===== src/hdl/rlcum_pkg.sv =====
// shared types and constants of the rlc um transmit segmenter
`default_nettype none

package rlcum_pkg;

    localparam int DEF_QUEUE_DEPTH = 16;
    localparam int DEF_SN_BITS     = 10;

    localparam int SDU_SN_W     = 12;
    localparam int LEN_W        = 16;
    localparam int BYTES_W      = 24;
    localparam int HDR_W        = 3;
    localparam int PDU_SN_W     = 10;
    localparam int CFG_INDEX_W  = 2;
    localparam int CFG_DATA_W   = 24;

    localparam logic [HDR_W-1:0] DEF_HEADER_BYTES = 3'd2;

    localparam logic [CFG_INDEX_W-1:0] CFG_QUEUE_BYTE_LIMIT = 2'd0;
    localparam logic [CFG_INDEX_W-1:0] CFG_HEADER_BYTES     = 2'd1;

    typedef enum logic [1:0] {
        OP_ARRIVAL = 2'd0,
        OP_GRANT   = 2'd1,
        OP_FLUSH   = 2'd2
    } opcode_t;

    typedef enum logic [2:0] {
        KIND_ACCEPTED = 3'd0,
        KIND_DROPPED  = 3'd1,
        KIND_SEGMENT  = 3'd2,
        KIND_HEADER   = 3'd3,
        KIND_EMPTY    = 3'd4
    } kind_t;

    typedef struct packed {
        opcode_t           opcode;
        logic [SDU_SN_W-1:0] sdu_sn;
        logic [LEN_W-1:0]    sdu_length;
        logic [LEN_W-1:0]    grant_bytes;
    } item_t;

    typedef struct packed {
        kind_t               kind;
        logic [SDU_SN_W-1:0] segment_sn;
        logic [LEN_W-1:0]    byte_count;
        logic [PDU_SN_W-1:0] pdu_sn;
        logic                first_is_fragment;
        logic                last_is_fragment;
        logic                last;
    } result_t;

    typedef struct packed {
        logic [SDU_SN_W-1:0] sn;
        logic [LEN_W-1:0]    length;
    } desc_t;

    typedef struct packed {
        logic [BYTES_W-1:0] queue_byte_limit;
        logic [HDR_W-1:0]   header_bytes;
    } cfg_t;

endpackage

`default_nettype wire


===== src/hdl/rlcum_desc_mem.sv =====
// sdu descriptor memory, one write port and one registered read port
`default_nettype none

module rlcum_desc_mem
    import rlcum_pkg::*;
#(
    parameter int DEPTH  = DEF_QUEUE_DEPTH,
    parameter int ADDR_W = $clog2(DEPTH)
)
(
    input  wire logic              clk,
    input  wire logic              wr_en,
    input  wire logic [ADDR_W-1:0] wr_addr,
    input  wire desc_t             wr_data,
    input  wire logic              rd_en,
    input  wire logic [ADDR_W-1:0] rd_addr,
    output desc_t                  rd_data
);

    desc_t desc_mem [DEPTH];
    desc_t rd_data_reg;

    always_ff @(posedge clk)
    begin
        if (wr_en)
        begin
            desc_mem[wr_addr] <= wr_data;
        end
    end

    always_ff @(posedge clk)
    begin
        if (rd_en)
        begin
            rd_data_reg <= desc_mem[rd_addr];
        end
    end

    assign rd_data = rd_data_reg;

endmodule

`default_nettype wire


===== src/hdl/rlcum_cfg_regs.sv =====
// configuration registers: byte limit and header size
`default_nettype none

module rlcum_cfg_regs
    import rlcum_pkg::*;
(
    input  wire logic                   clk,
    input  wire logic                   rst_n,
    input  wire logic                   cfg_valid,
    output logic                        cfg_ready,
    input  wire logic [CFG_INDEX_W-1:0] cfg_index,
    input  wire logic [CFG_DATA_W-1:0]  cfg_data,
    output cfg_t                        cfg
);

    cfg_t cfg_reg;

    always_ff @(posedge clk or negedge rst_n)
    begin
        if (!rst_n)
        begin
            cfg_reg.queue_byte_limit <= '0;
            cfg_reg.header_bytes     <= DEF_HEADER_BYTES;
        end
        else if (cfg_valid)
        begin
            case (cfg_index)
                CFG_QUEUE_BYTE_LIMIT:
                begin
                    cfg_reg.queue_byte_limit <= cfg_data[BYTES_W-1:0];
                end
                CFG_HEADER_BYTES:
                begin
                    cfg_reg.header_bytes <= cfg_data[HDR_W-1:0];
                end
                default:
                begin
                    cfg_reg <= cfg_reg;
                end
            endcase
        end
    end

    assign cfg_ready = 1'b1;
    assign cfg       = cfg_reg;

endmodule

`default_nettype wire


===== src/hdl/rlcum_seq.sv =====
// queue control and grant sequencer around the descriptor memory
`default_nettype none

module rlcum_seq
    import rlcum_pkg::*;
#(
    parameter int QUEUE_DEPTH = DEF_QUEUE_DEPTH,
    parameter int SN_BITS     = DEF_SN_BITS,
    parameter int PTR_W       = $clog2(QUEUE_DEPTH),
    parameter int CNT_W       = $clog2(QUEUE_DEPTH + 1)
)
(
    input  wire logic             clk,
    input  wire logic             rst_n,
    input  wire logic             start,
    output logic                  busy,
    input  wire item_t            cmd,
    input  wire cfg_t             cfg,
    output logic                  result_valid,
    output result_t               result,
    output logic                  mem_wr_en,
    output logic [PTR_W-1:0]      mem_wr_addr,
    output desc_t                 mem_wr_data,
    output logic                  mem_rd_en,
    output logic [PTR_W-1:0]      mem_rd_addr,
    input  wire desc_t            mem_rd_data
);

    typedef enum logic [1:0] {
        ST_IDLE,
        ST_LOAD,
        ST_SEG,
        ST_HDR
    } state_t;

    state_t             state_reg,       state_next;
    logic [PTR_W-1:0]   head_reg,        head_next;
    logic [PTR_W-1:0]   tail_reg,        tail_next;
    logic [CNT_W-1:0]   count_reg,       count_next;
    logic [BYTES_W-1:0] queued_reg,      queued_next;
    logic [LEN_W-1:0]   remaining_reg,   remaining_next;
    logic               partial_reg,     partial_next;
    logic               sfrag_reg,       sfrag_next;
    logic [SN_BITS-1:0] pdu_sn_reg,      pdu_sn_next;
    logic [LEN_W-1:0]   budget_reg,      budget_next;
    logic [LEN_W-1:0]   total_reg,       total_next;
    logic               start_frag_reg,  start_frag_next;
    logic               end_frag_reg,    end_frag_next;
    logic               res_valid_reg,   res_valid_next;
    result_t            res_reg,         res_next;

    logic               accept;
    logic [BYTES_W:0]   arr_sum;
    logic               arr_ok;
    logic [LEN_W:0]     grant_budget;
    logic               grant_go;
    logic [LEN_W-1:0]   seg_size;
    logic               seg_whole;

    function automatic logic [PTR_W-1:0] advance(input logic [PTR_W-1:0] p);
        if (p == PTR_W'(QUEUE_DEPTH - 1))
        begin
            return '0;
        end
        return p + 1'b1;
    endfunction

    assign accept = start && (state_reg == ST_IDLE);
    assign busy   = (state_reg != ST_IDLE);

    assign arr_sum = {1'b0, queued_reg} + (BYTES_W + 1)'(cmd.sdu_length);
    assign arr_ok  = (cmd.sdu_length != '0)
                     && (count_reg < CNT_W'(QUEUE_DEPTH))
                     && !arr_sum[BYTES_W]
                     && ((cfg.queue_byte_limit == '0)
                         || (arr_sum[BYTES_W-1:0] < cfg.queue_byte_limit));

    assign grant_budget = {1'b0, cmd.grant_bytes} - (LEN_W + 1)'(cfg.header_bytes);
    assign grant_go     = !grant_budget[LEN_W] && (grant_budget[LEN_W-1:0] != '0)
                          && (count_reg != '0);

    assign seg_size  = partial_reg ? remaining_reg : mem_rd_data.length;
    assign seg_whole = (budget_reg >= seg_size);

    assign mem_wr_en          = accept && (cmd.opcode == OP_ARRIVAL) && arr_ok;
    assign mem_wr_addr        = tail_reg;
    assign mem_wr_data.sn     = cmd.sdu_sn;
    assign mem_wr_data.length = cmd.sdu_length;

    // the segment cycle prefetches the next descriptor
    assign mem_rd_en   = (state_reg == ST_LOAD) || (state_reg == ST_SEG);
    assign mem_rd_addr = (state_reg == ST_SEG) ? advance(head_reg) : head_reg;

    always_comb
    begin
        state_next      = state_reg;
        head_next       = head_reg;
        tail_next       = tail_reg;
        count_next      = count_reg;
        queued_next     = queued_reg;
        remaining_next  = remaining_reg;
        partial_next    = partial_reg;
        sfrag_next      = sfrag_reg;
        pdu_sn_next     = pdu_sn_reg;
        budget_next     = budget_reg;
        total_next      = total_reg;
        start_frag_next = start_frag_reg;
        end_frag_next   = end_frag_reg;
        res_valid_next  = 1'b0;
        res_next        = '0;

        case (state_reg)
            ST_IDLE:
            begin
                if (start)
                begin
                    case (cmd.opcode)
                        OP_ARRIVAL:
                        begin
                            if (arr_ok)
                            begin
                                tail_next   = advance(tail_reg);
                                count_next  = count_reg + 1'b1;
                                queued_next = arr_sum[BYTES_W-1:0];
                            end
                            res_valid_next      = 1'b1;
                            res_next.kind       = arr_ok ? KIND_ACCEPTED : KIND_DROPPED;
                            res_next.segment_sn = cmd.sdu_sn;
                            res_next.byte_count = cmd.sdu_length;
                            res_next.last       = 1'b1;
                        end
                        OP_GRANT:
                        begin
                            if (grant_go)
                            begin
                                budget_next     = grant_budget[LEN_W-1:0];
                                total_next      = '0;
                                start_frag_next = sfrag_reg;
                                end_frag_next   = 1'b0;
                                state_next      = ST_LOAD;
                            end
                            else
                            begin
                                res_valid_next = 1'b1;
                                res_next.kind  = KIND_EMPTY;
                                res_next.last  = 1'b1;
                            end
                        end
                        OP_FLUSH:
                        begin
                            head_next      = '0;
                            tail_next      = '0;
                            count_next     = '0;
                            queued_next    = '0;
                            remaining_next = '0;
                            partial_next   = 1'b0;
                            sfrag_next     = 1'b0;
                        end
                        default:
                        begin
                            state_next = ST_IDLE;
                        end
                    endcase
                end
            end
            ST_LOAD:
            begin
                state_next = ST_SEG;
            end
            ST_SEG:
            begin
                res_valid_next      = 1'b1;
                res_next.kind       = KIND_SEGMENT;
                res_next.segment_sn = mem_rd_data.sn;
                if (seg_whole)
                begin
                    res_next.byte_count = seg_size;
                    budget_next         = budget_reg - seg_size;
                    total_next          = total_reg + seg_size;
                    queued_next         = queued_reg - BYTES_W'(mem_rd_data.length);
                    head_next           = advance(head_reg);
                    count_next          = count_reg - 1'b1;
                    partial_next        = 1'b0;
                    remaining_next      = '0;
                    sfrag_next          = 1'b0;
                    if ((count_reg > CNT_W'(1)) && (budget_reg != seg_size))
                    begin
                        state_next = ST_SEG;
                    end
                    else
                    begin
                        state_next = ST_HDR;
                    end
                end
                else
                begin
                    res_next.byte_count = budget_reg;
                    total_next          = total_reg + budget_reg;
                    remaining_next      = seg_size - budget_reg;
                    partial_next        = 1'b1;
                    sfrag_next          = 1'b1;
                    end_frag_next       = 1'b1;
                    budget_next         = '0;
                    state_next          = ST_HDR;
                end
            end
            ST_HDR:
            begin
                res_valid_next             = 1'b1;
                res_next.kind              = KIND_HEADER;
                res_next.byte_count        = total_reg + LEN_W'(cfg.header_bytes);
                res_next.pdu_sn            = PDU_SN_W'(pdu_sn_reg);
                res_next.first_is_fragment = start_frag_reg;
                res_next.last_is_fragment  = end_frag_reg;
                res_next.last              = 1'b1;
                pdu_sn_next                = pdu_sn_reg + 1'b1;
                state_next                 = ST_IDLE;
            end
            default:
            begin
                state_next = ST_IDLE;
            end
        endcase
    end

    always_ff @(posedge clk or negedge rst_n)
    begin
        if (!rst_n)
        begin
            state_reg      <= ST_IDLE;
            head_reg       <= '0;
            tail_reg       <= '0;
            count_reg      <= '0;
            queued_reg     <= '0;
            remaining_reg  <= '0;
            partial_reg    <= 1'b0;
            sfrag_reg      <= 1'b0;
            pdu_sn_reg     <= '0;
            budget_reg     <= '0;
            total_reg      <= '0;
            start_frag_reg <= 1'b0;
            end_frag_reg   <= 1'b0;
            res_valid_reg  <= 1'b0;
            res_reg        <= '0;
        end
        else
        begin
            state_reg      <= state_next;
            head_reg       <= head_next;
            tail_reg       <= tail_next;
            count_reg      <= count_next;
            queued_reg     <= queued_next;
            remaining_reg  <= remaining_next;
            partial_reg    <= partial_next;
            sfrag_reg      <= sfrag_next;
            pdu_sn_reg     <= pdu_sn_next;
            budget_reg     <= budget_next;
            total_reg      <= total_next;
            start_frag_reg <= start_frag_next;
            end_frag_reg   <= end_frag_next;
            res_valid_reg  <= res_valid_next;
            res_reg        <= res_next;
        end
    end

    assign result_valid = res_valid_reg;
    assign result       = res_reg;

endmodule

`default_nettype wire


===== src/hdl/rlc_um_tx_segmenter.sv =====
// top level of the rlc um transmit segmenter
//
// An SDU arrival or a flush is taken while busy stays low; an
// arrival's accepted or dropped result shows on the cycle after the start
// beat, a flush shows none. A grant that carries data holds busy high while
// it packs n SDU pieces (at most QUEUE_DEPTH) in order: the first descriptor
// memory read, then one segment result a cycle while the next descriptor is
// prefetched, then the header result. A grant with no room or an empty
// queue gives its empty-PDU result on the next cycle without raising busy.
// Results are single-cycle strobes and cannot be held off, so the receiver
// must take one every cycle. The descriptor memory needs no clearing after
// reset.
`default_nettype none

module rlc_um_tx_segmenter
    import rlcum_pkg::*;
#(
    parameter int QUEUE_DEPTH = DEF_QUEUE_DEPTH,
    parameter int SN_BITS     = DEF_SN_BITS
)
(
    input  wire logic                   clk,
    input  wire logic                   rst_n,
    input  wire logic                   start,
    output logic                        busy,
    input  wire item_t                  cmd,
    output logic                        result_valid,
    output result_t                     result,
    input  wire logic                   cfg_valid,
    output logic                        cfg_ready,
    input  wire logic [CFG_INDEX_W-1:0] cfg_index,
    input  wire logic [CFG_DATA_W-1:0]  cfg_data
);

    localparam int PTR_W = $clog2(QUEUE_DEPTH);

    cfg_t             cfg;
    logic             mem_wr_en;
    logic [PTR_W-1:0] mem_wr_addr;
    desc_t            mem_wr_data;
    logic             mem_rd_en;
    logic [PTR_W-1:0] mem_rd_addr;
    desc_t            mem_rd_data;

    rlcum_cfg_regs u_cfg_regs (
        .clk       (clk),
        .rst_n     (rst_n),
        .cfg_valid (cfg_valid),
        .cfg_ready (cfg_ready),
        .cfg_index (cfg_index),
        .cfg_data  (cfg_data),
        .cfg       (cfg)
    );

    rlcum_desc_mem #(
        .DEPTH  (QUEUE_DEPTH),
        .ADDR_W (PTR_W)
    ) u_desc_mem (
        .clk     (clk),
        .wr_en   (mem_wr_en),
        .wr_addr (mem_wr_addr),
        .wr_data (mem_wr_data),
        .rd_en   (mem_rd_en),
        .rd_addr (mem_rd_addr),
        .rd_data (mem_rd_data)
    );

    rlcum_seq #(
        .QUEUE_DEPTH (QUEUE_DEPTH),
        .SN_BITS     (SN_BITS),
        .PTR_W       (PTR_W)
    ) u_seq (
        .clk          (clk),
        .rst_n        (rst_n),
        .start        (start),
        .busy         (busy),
        .cmd          (cmd),
        .cfg          (cfg),
        .result_valid (result_valid),
        .result       (result),
        .mem_wr_en    (mem_wr_en),
        .mem_wr_addr  (mem_wr_addr),
        .mem_wr_data  (mem_wr_data),
        .mem_rd_en    (mem_rd_en),
        .mem_rd_addr  (mem_rd_addr),
        .mem_rd_data  (mem_rd_data)
    );

endmodule

`default_nettype wire


===== config.mk =====
export PLATFORM = sky130hd
export DESIGN_NAME = rlc_um_tx_segmenter
export DESIGN_NICKNAME = d
export VERILOG_FILES = /design/src/hdl/rlcum_pkg.sv /design/src/hdl/rlcum_desc_mem.sv /design/src/hdl/rlcum_cfg_regs.sv /design/src/hdl/rlcum_seq.sv /design/src/hdl/rlc_um_tx_segmenter.sv
export SDC_FILE = /design/constraint.sdc
export NUM_CORES = 1
export LEC_CHECK = 0
export ABC_AREA = 0
export BUFFER_PORTS_ARGS = -buffer_cell sky130_fd_sc_hd__buf_2
export CORE_MARGIN = 8
export CORE_UTILIZATION = 30
export CTS_CLUSTER_DIAMETER = 50
export DETAILED_ROUTE_END_ITERATION = 16
export PLACE_DENSITY_LB_ADDON = 0.15
export SETUP_SLACK_MARGIN = 0.3
export SKIP_CTS_REPAIR_TIMING = 1
export SLEW_MARGIN = 10
export SYNTH_ARGS = -nofsm -noshare
export SYNTH_HDL_FRONTEND = slang
export SYNTH_SLANG_ARGS = --single-unit

===== constraint.sdc =====
create_clock -name clk -period 6 [get_ports clk]
set_clock_uncertainty 0.05 [all_clocks]
set_input_delay 0.6 -clock clk [delete_from_list [all_inputs] [get_ports clk]]
set_output_delay 0.6 -clock clk [all_outputs]
set_load 0.005 [all_outputs]

Word level (Yosys, flattened, before mapping)
Memory sizes are Yosys's and may differ from the RTL's. A register that Yosys moved wholly into a read port is not among the register bits.
Cells that the tools add are included.
- add/sub/neg operators: 13
- order comparisons: 4
- eq/ne operators: 20
- muxes and demuxes: 77
- reductions and logical operators: 35
- operator list (cell ; count):
    2-to-1 mux 16 bit ; 13
    one-hot mux 16 bit (2 select lines) ; 3
    one-hot mux 24 bit (2 select lines) ; 2
    2-to-1 mux 24 bit ; 3
    one-hot mux 16 bit (3 select lines) ; 1
    2-to-1 mux 4 bit ; 10
    adder 16 bit ; 2
    nonzero test 16 bit ; 2
    subtractor 16 bit ; 2
    2-to-1 mux 31 bit ; 1
    2-to-1 mux 28 bit ; 1
    adder 24 x 16 -> 25 bit ; 1
    logical NOT 24 bit ; 1
    less-than comparator 24 bit ; 1
    one-hot mux 12 bit (2 select lines) ; 1
    subtractor 24 x 16 -> 24 bit ; 1
    2-to-1 mux 1 bit ; 22
    one-hot mux 5 bit (2 select lines) ; 2
    subtractor 16 x 3 -> 17 bit ; 1
    adder 16 x 3 -> 16 bit ; 1
    greater-or-equal comparator 16 bit ; 1
    inequality test 16 bit ; 1
    one-hot mux 4 bit (2 select lines) ; 2
    AND reduction 4 bit ; 4
    other kinds (32) ; 70
- register bits: 172
- RAM bits: 448
- input port bits: 76
- output and inout port bits: 47
- logic and storage cells: 172
- memories: 1
- memory list (memory ; depth ; bits a word ; rd ports ; clocked after Yosys merged registers in ; write ports ; line ; RTL):
    u_desc_mem.desc_mem ; 16 ; 28 ; 1 ; 1 ; 1 ; rlcum_desc_mem.sv:20 ; desc_t desc_mem [DEPTH];

Logic depth before layout (Yosys ltp)
- depth in word-level cells: 11
- depth in mapped cells: 28
- mapped depth without buffers: 23

Hierarchy
A second synthesis with hierarchy kept.
- cells, all modules: 2258
- area, all modules: 31062.3 um^2
- modules (own cells, without submodules) (module ; times used ; cells each ; area each (um^2) ; sequential area each (um^2)):
    rlcum_desc_mem ; 1 ; 735 ; 17803.3 ; 14293.7
    rlcum_seq ; 1 ; 1463 ; 12218.0 ; 3628.5
    rlcum_cfg_regs ; 1 ; 60 ; 1041.0 ; 676.9

Worst setup path after synthesis
Ideal clock, no wire load.
- kind: input-to-reg
- from: input cmd[16] (netlist bit)
- to: memory u_desc_mem.desc_mem[10][0] (netlist bit), enable pin
- library setup time: 0.413 ns
- data arrival time: 5.748 ns
- required time: 5.537 ns
- path slack: -0.211 ns
- stages on the path: 19
- path buffers: 0
- cells stage by stage: ha_1 -> inv_1 -> fa_1 -> nor2b_1 -> o31a_1 -> o41a_1 -> o41ai_2 -> o21ai_1 -> and3_1 -> xor2_1 -> ha_1 -> nand3_1 -> nor4_1 -> a221o_1 -> a41oi_1 -> a21oi_1 -> a311oi_1 -> nand4b_1 -> nor2_1
- word-level cells in the longest chain between the ends: 7
- elaborated cells between the ends (all ways): 11
- classes of those cells: add/sub: 1; order compare: 1; mux: 2; reduce/logical: 7
- RTL lines (item ; line ; RTL):
    start: declaration ; rlc_um_tx_segmenter.sv:26 ; input wire item_t cmd,
    adder 24 x 16 -> 25 bit / nonzero test 16 bit (equally long branches) ; rlcum_seq.sv:71, rlcum_seq.sv:72 ;
    less-than comparator 24 bit, or another cell as far along ; rlcum_seq.sv:76 ; || (arr_sum[BYTES_W-1:0] < cfg.queue_byte_limit));
    logical OR 1 bit / logical AND 1 bit (equally long branches) ; rlcum_seq.sv:76, rlcum_seq.sv:74 ;
    logical AND 1 bit * ; rlcum_seq.sv:75 ; && ((cfg.queue_byte_limit == '0)
    logical AND 1 bit * ; rlcum_seq.sv:85 ; assign mem_wr_en = accept && (cmd.opcode == OP_ARRIVAL) && arr_ok;
    2-to-1 mux 1 bit * ; rlcum_desc_mem.sv:25 ; if (wr_en)
    2-to-1 mux 1 bit (not written as such) * ; rlcum_desc_mem.sv:27 ; desc_mem[wr_addr] <= wr_data;
    end: declaration ; rlcum_desc_mem.sv:20 ;
Mark *: on every way between the ends. The rest lies on a longest branch, timed or not.

Final worst setup path
- from: register u_seq.queued_reg[0]
- to: memory u_desc_mem.desc_mem[2][18] (netlist bit), enable pin
- word-level cells in the longest chain between the ends: 7
- elaborated cells between the ends (all ways): 9
- classes of those cells: add/sub: 1; order compare: 1; mux: 2; reduce/logical: 5
- RTL lines (item ; line ; RTL):
    start: declaration ; rlcum_seq.sv:40 ; logic [BYTES_W-1:0] queued_reg, queued_next;
    start signal: assignment ; rlcum_seq.sv:252 ; queued_reg <= queued_next;
    adder 24 x 16 -> 25 bit * ; rlcum_seq.sv:71 ; assign arr_sum = {1'b0, queued_reg} + (BYTES_W + 1)'(cmd.sdu_length);
    less-than comparator 24 bit / logical NOT 1 bit (equally long branches) ; rlcum_seq.sv:76, rlcum_seq.sv:74 ;
    logical OR 1 bit / logical AND 1 bit (equally long branches) ; rlcum_seq.sv:76, rlcum_seq.sv:74 ;
    logical AND 1 bit * ; rlcum_seq.sv:75 ;
    logical AND 1 bit * ; rlcum_seq.sv:85 ;
    2-to-1 mux 1 bit * ; rlcum_desc_mem.sv:25 ;
    2-to-1 mux 1 bit (not written as such) * ; rlcum_desc_mem.sv:27 ;
Marks and branches as above.

==> metrics.yaml <==
switching_share_pct: 39.61
reg2reg_from: "u_seq.queued_reg[0]"
p_sw_mw: 8.874
syn_nets: 2518
initial_core_util_pct: 30.30
totalWireLength_um: 93110
fin_nets: 2725
track_usage_pct: 16.22
power_density_nw_per_um2: 597.8
grt_max_degree: 103
synthArstFlopShare_pct: 26.54
drt-pass1-iter-count: 6
cts_root_buf: "clkbuf_16"
yosysTopAreaCellShare_pct: 46.24
area_delta_synth_final_pct: 21.21
num_vias: 20290
clockBufferDepth: 3
clkLatencyLatePin_ns: 0.65
synth-seq-cells: 648
hold_class: "input pin to flop"
setup_slack_ns: 0.5710
wl_per_cell_um: 23.43
yosysTopAreaCell: "edfxtp_1"
antenna_left: 0
grt_overflow: 0
place_congestion: 0.8476
cts.sinks: 648
irDropWorstVdd_mv: 0.2999
clock.fmax_ghz: 0.1842
synth-main-ff-cell: "edfxtp_1"
ys_warn_count: 0
endpoint_kind: "flop"
worst_pin_slew_ns: 1.165
rows: 117
io_buffers: 121
die_area_um2: 113600
fin_crit_ns: 5.429
grt_setup_unrepaired: "false"
p_int_mw: 13.53
grt_pass1_wl_um: 138700
die_width_um: 337.0
critical_path.max_fanout: 17
largest_reg_flops: 448
r2r_end: "u_desc_mem.desc_mem[2][18]"
clkSlewWorstSetupHoldPaths_ns: 0.05
r2r_cells: 22
cp-start-kind: "flop"
antenna_found_initial: 0
dpl.hpwl_um: 64430
whs_ns: 0.1191
synthCells: 2315
yosysSeqAreaShare_pct: 60.16
maxCapViolCount: 0
period_share_pct: 90.48
pwr-share-comb_pct: 47.3
cts_buffers: 93
maxSlewHeadroom_pct: 22.35
ios: 123
critPathArrivalTime_ns: 5.71
synth_edf_count: 476
maxSlewViolCount: 0
power_frac_clock_pct: 26.3
total_leakage_power_nw: 14.16
synth_cell_types: 82
layout_common_cells: "edfxtp_1, nand2_1, dfrtp_1, buf_2, ha_1"
core_um2: 102000
p_seq_share_pct: 26.4
cp-startpoint: "u_seq.queued_reg[0]"
drcViolationCount: 0
crit_type: "flop to flop"
final_common_cell: "edfxtp_1"
viasPerCell: 5.106
syn_area_um2: 30910
finalSetupViolations: 0
drt_iter0_drc: 1471
status: "finished clean"
pre_cts_ws_ns: -0.03955
finalHoldViolations: 0
reg2reg_slack_ns: 0.57
avgSynthCellArea_um2: 13.35
cts_tree: "yes"
crit_required_ns: 6.28
htreeDepth: 3
crit_end: "u_desc_mem.desc_mem[2][18]"
grt_pass1_vias: 21220
drive_gt1_share_pct: 21.45
fp.dieH_um: 337.0
synth.area.top_cells: "edfxtp_1, dfrtp_1, mux4_2"
## synthesized netlist by cell type (14+ instances only)
cell type	count
o21a_1	14
o31ai_1	23
and3_1	17
clkbuf_1	92
xnor2_1	63
nor2b_1	23
mux4_2	112
o21ai_0	105
nand2_1	195
nand3_1	32
xor2_1	39
a31oi_1	48
dfrtp_1	171
a21oi_1	96
a222oi_1	15
edfxtp_1	476
nor4_1	21
and2_1	55
nor2_1	121
inv_1	110
a211oi_1	41
nor3_1	33
a22o_1	24
buf_1	16
ha_1	120
a21o_1	32
nand2b_1	24
## cells by family (layout without fill, tap and decap cells)
logic type      count (synthesis)  after routing  synth area share (%)
simple gates                  579            579                 9.070
flops                         648            648                 60.16
buf+inv                       226            513                 2.809
mux                           127            127                 8.681
xor+xnor                      102            102                 2.890
other cells                     1              5               0.01213
compound gates                505            505                 11.07
fa+ha+maj                     127            127                 5.310
## area by class of cell
| type | instances | area, um2 |
|---|---|---|
| multi-input combinational | 1441 | 11620 |
| sequential | 648 | 18600 |
| antenna | 4 | 10.01 |
| fill | 9830 | 64560 |
| clock inverter | 66 | 930.9 |
| timing repair buffer | 227 | 1745 |
| inverter | 111 | 416.7 |
| tap | 1368 | 1712 |
| clock buffer | 109 | 2429 |
## per-layer routing
metal	track usage, %	vias to the layer above	wire length, um
met4	4.731	0	2290
li1	-	9264	-
met5	0	-	0
met2	27.12	529	44480
met3	2.336	123	4132
met1	21.88	10370	42210
## critical path, cell delays in order (launching register included)
cell and delay, ns:
dfrtp_1 0.40, ha_1 0.22, inv_1 0.09, fa_1 0.22, nor2b_1 0.07, o31a_1 0.28
o41a_1 0.38, o41ai_4 0.29, o21ai_2 0.13, and3_1 0.23, xor2_1 0.15, ha_1 0.30
nand3_1 0.13, nor4_1 0.09, a221o_1 0.34, a41oi_1 0.22, a21oi_1 0.13, a311oi_2 0.36
buf_6 0.21, nor4b_2 0.24, buf_4 0.17, and2_2 0.22, buf_12 0.18
## worst min path at each step
stage	slack [ns]	end	from	depth (start not counted)
floorplan	0.25	u_cfg_regs.cfg[0]	rst_n	0
global placement	0.41	u_seq.pdu_sn_reg[9]	u_seq.pdu_sn_reg[9]	1
detailed placement	0.41	u_seq.pdu_sn_reg[9]	u_seq.pdu_sn_reg[9]	1
CTS	-0.05	u_cfg_regs.cfg[21]	rst_n	1
global route	0.10	u_cfg_regs.cfg[6]	cfg_data[3]	3
finish	0.12	u_cfg_regs.cfg[6]	cfg_data[3]	3
## power groups by stage
stage               Sequential [mW]  Clock (mW)  Combinational (mW)
floorplan                      5.78           0                7.32
global placement               5.99           0                10.5
detailed placement             5.99           0                10.5
CTS                            5.91        6.04                10.6
global route                   5.97        6.21                11.7
finish                         5.91        5.89                10.6
## through the flow
stage / std cells / power [mW] / instance area, um2 / util [%] / TNS (ns)
after CTS: 3968 / 22.55 / 37390 / 36.64 / 0
after global routing: 3970 / 23.86 / 37460 / 36.71 / 0
final: 3974 / 22.40 / 37470 / 36.72 / 0
after detailed placement: 3793 / 16.52 / 34030 / 33.35 / -2.139
after floorplan: 2315 / 13.11 / 30940 / - / 0
after global placement: 3793 / 16.50 / 34030 / 33.35 / 0
Note: power is estimated with default switching activity, not from simulation.
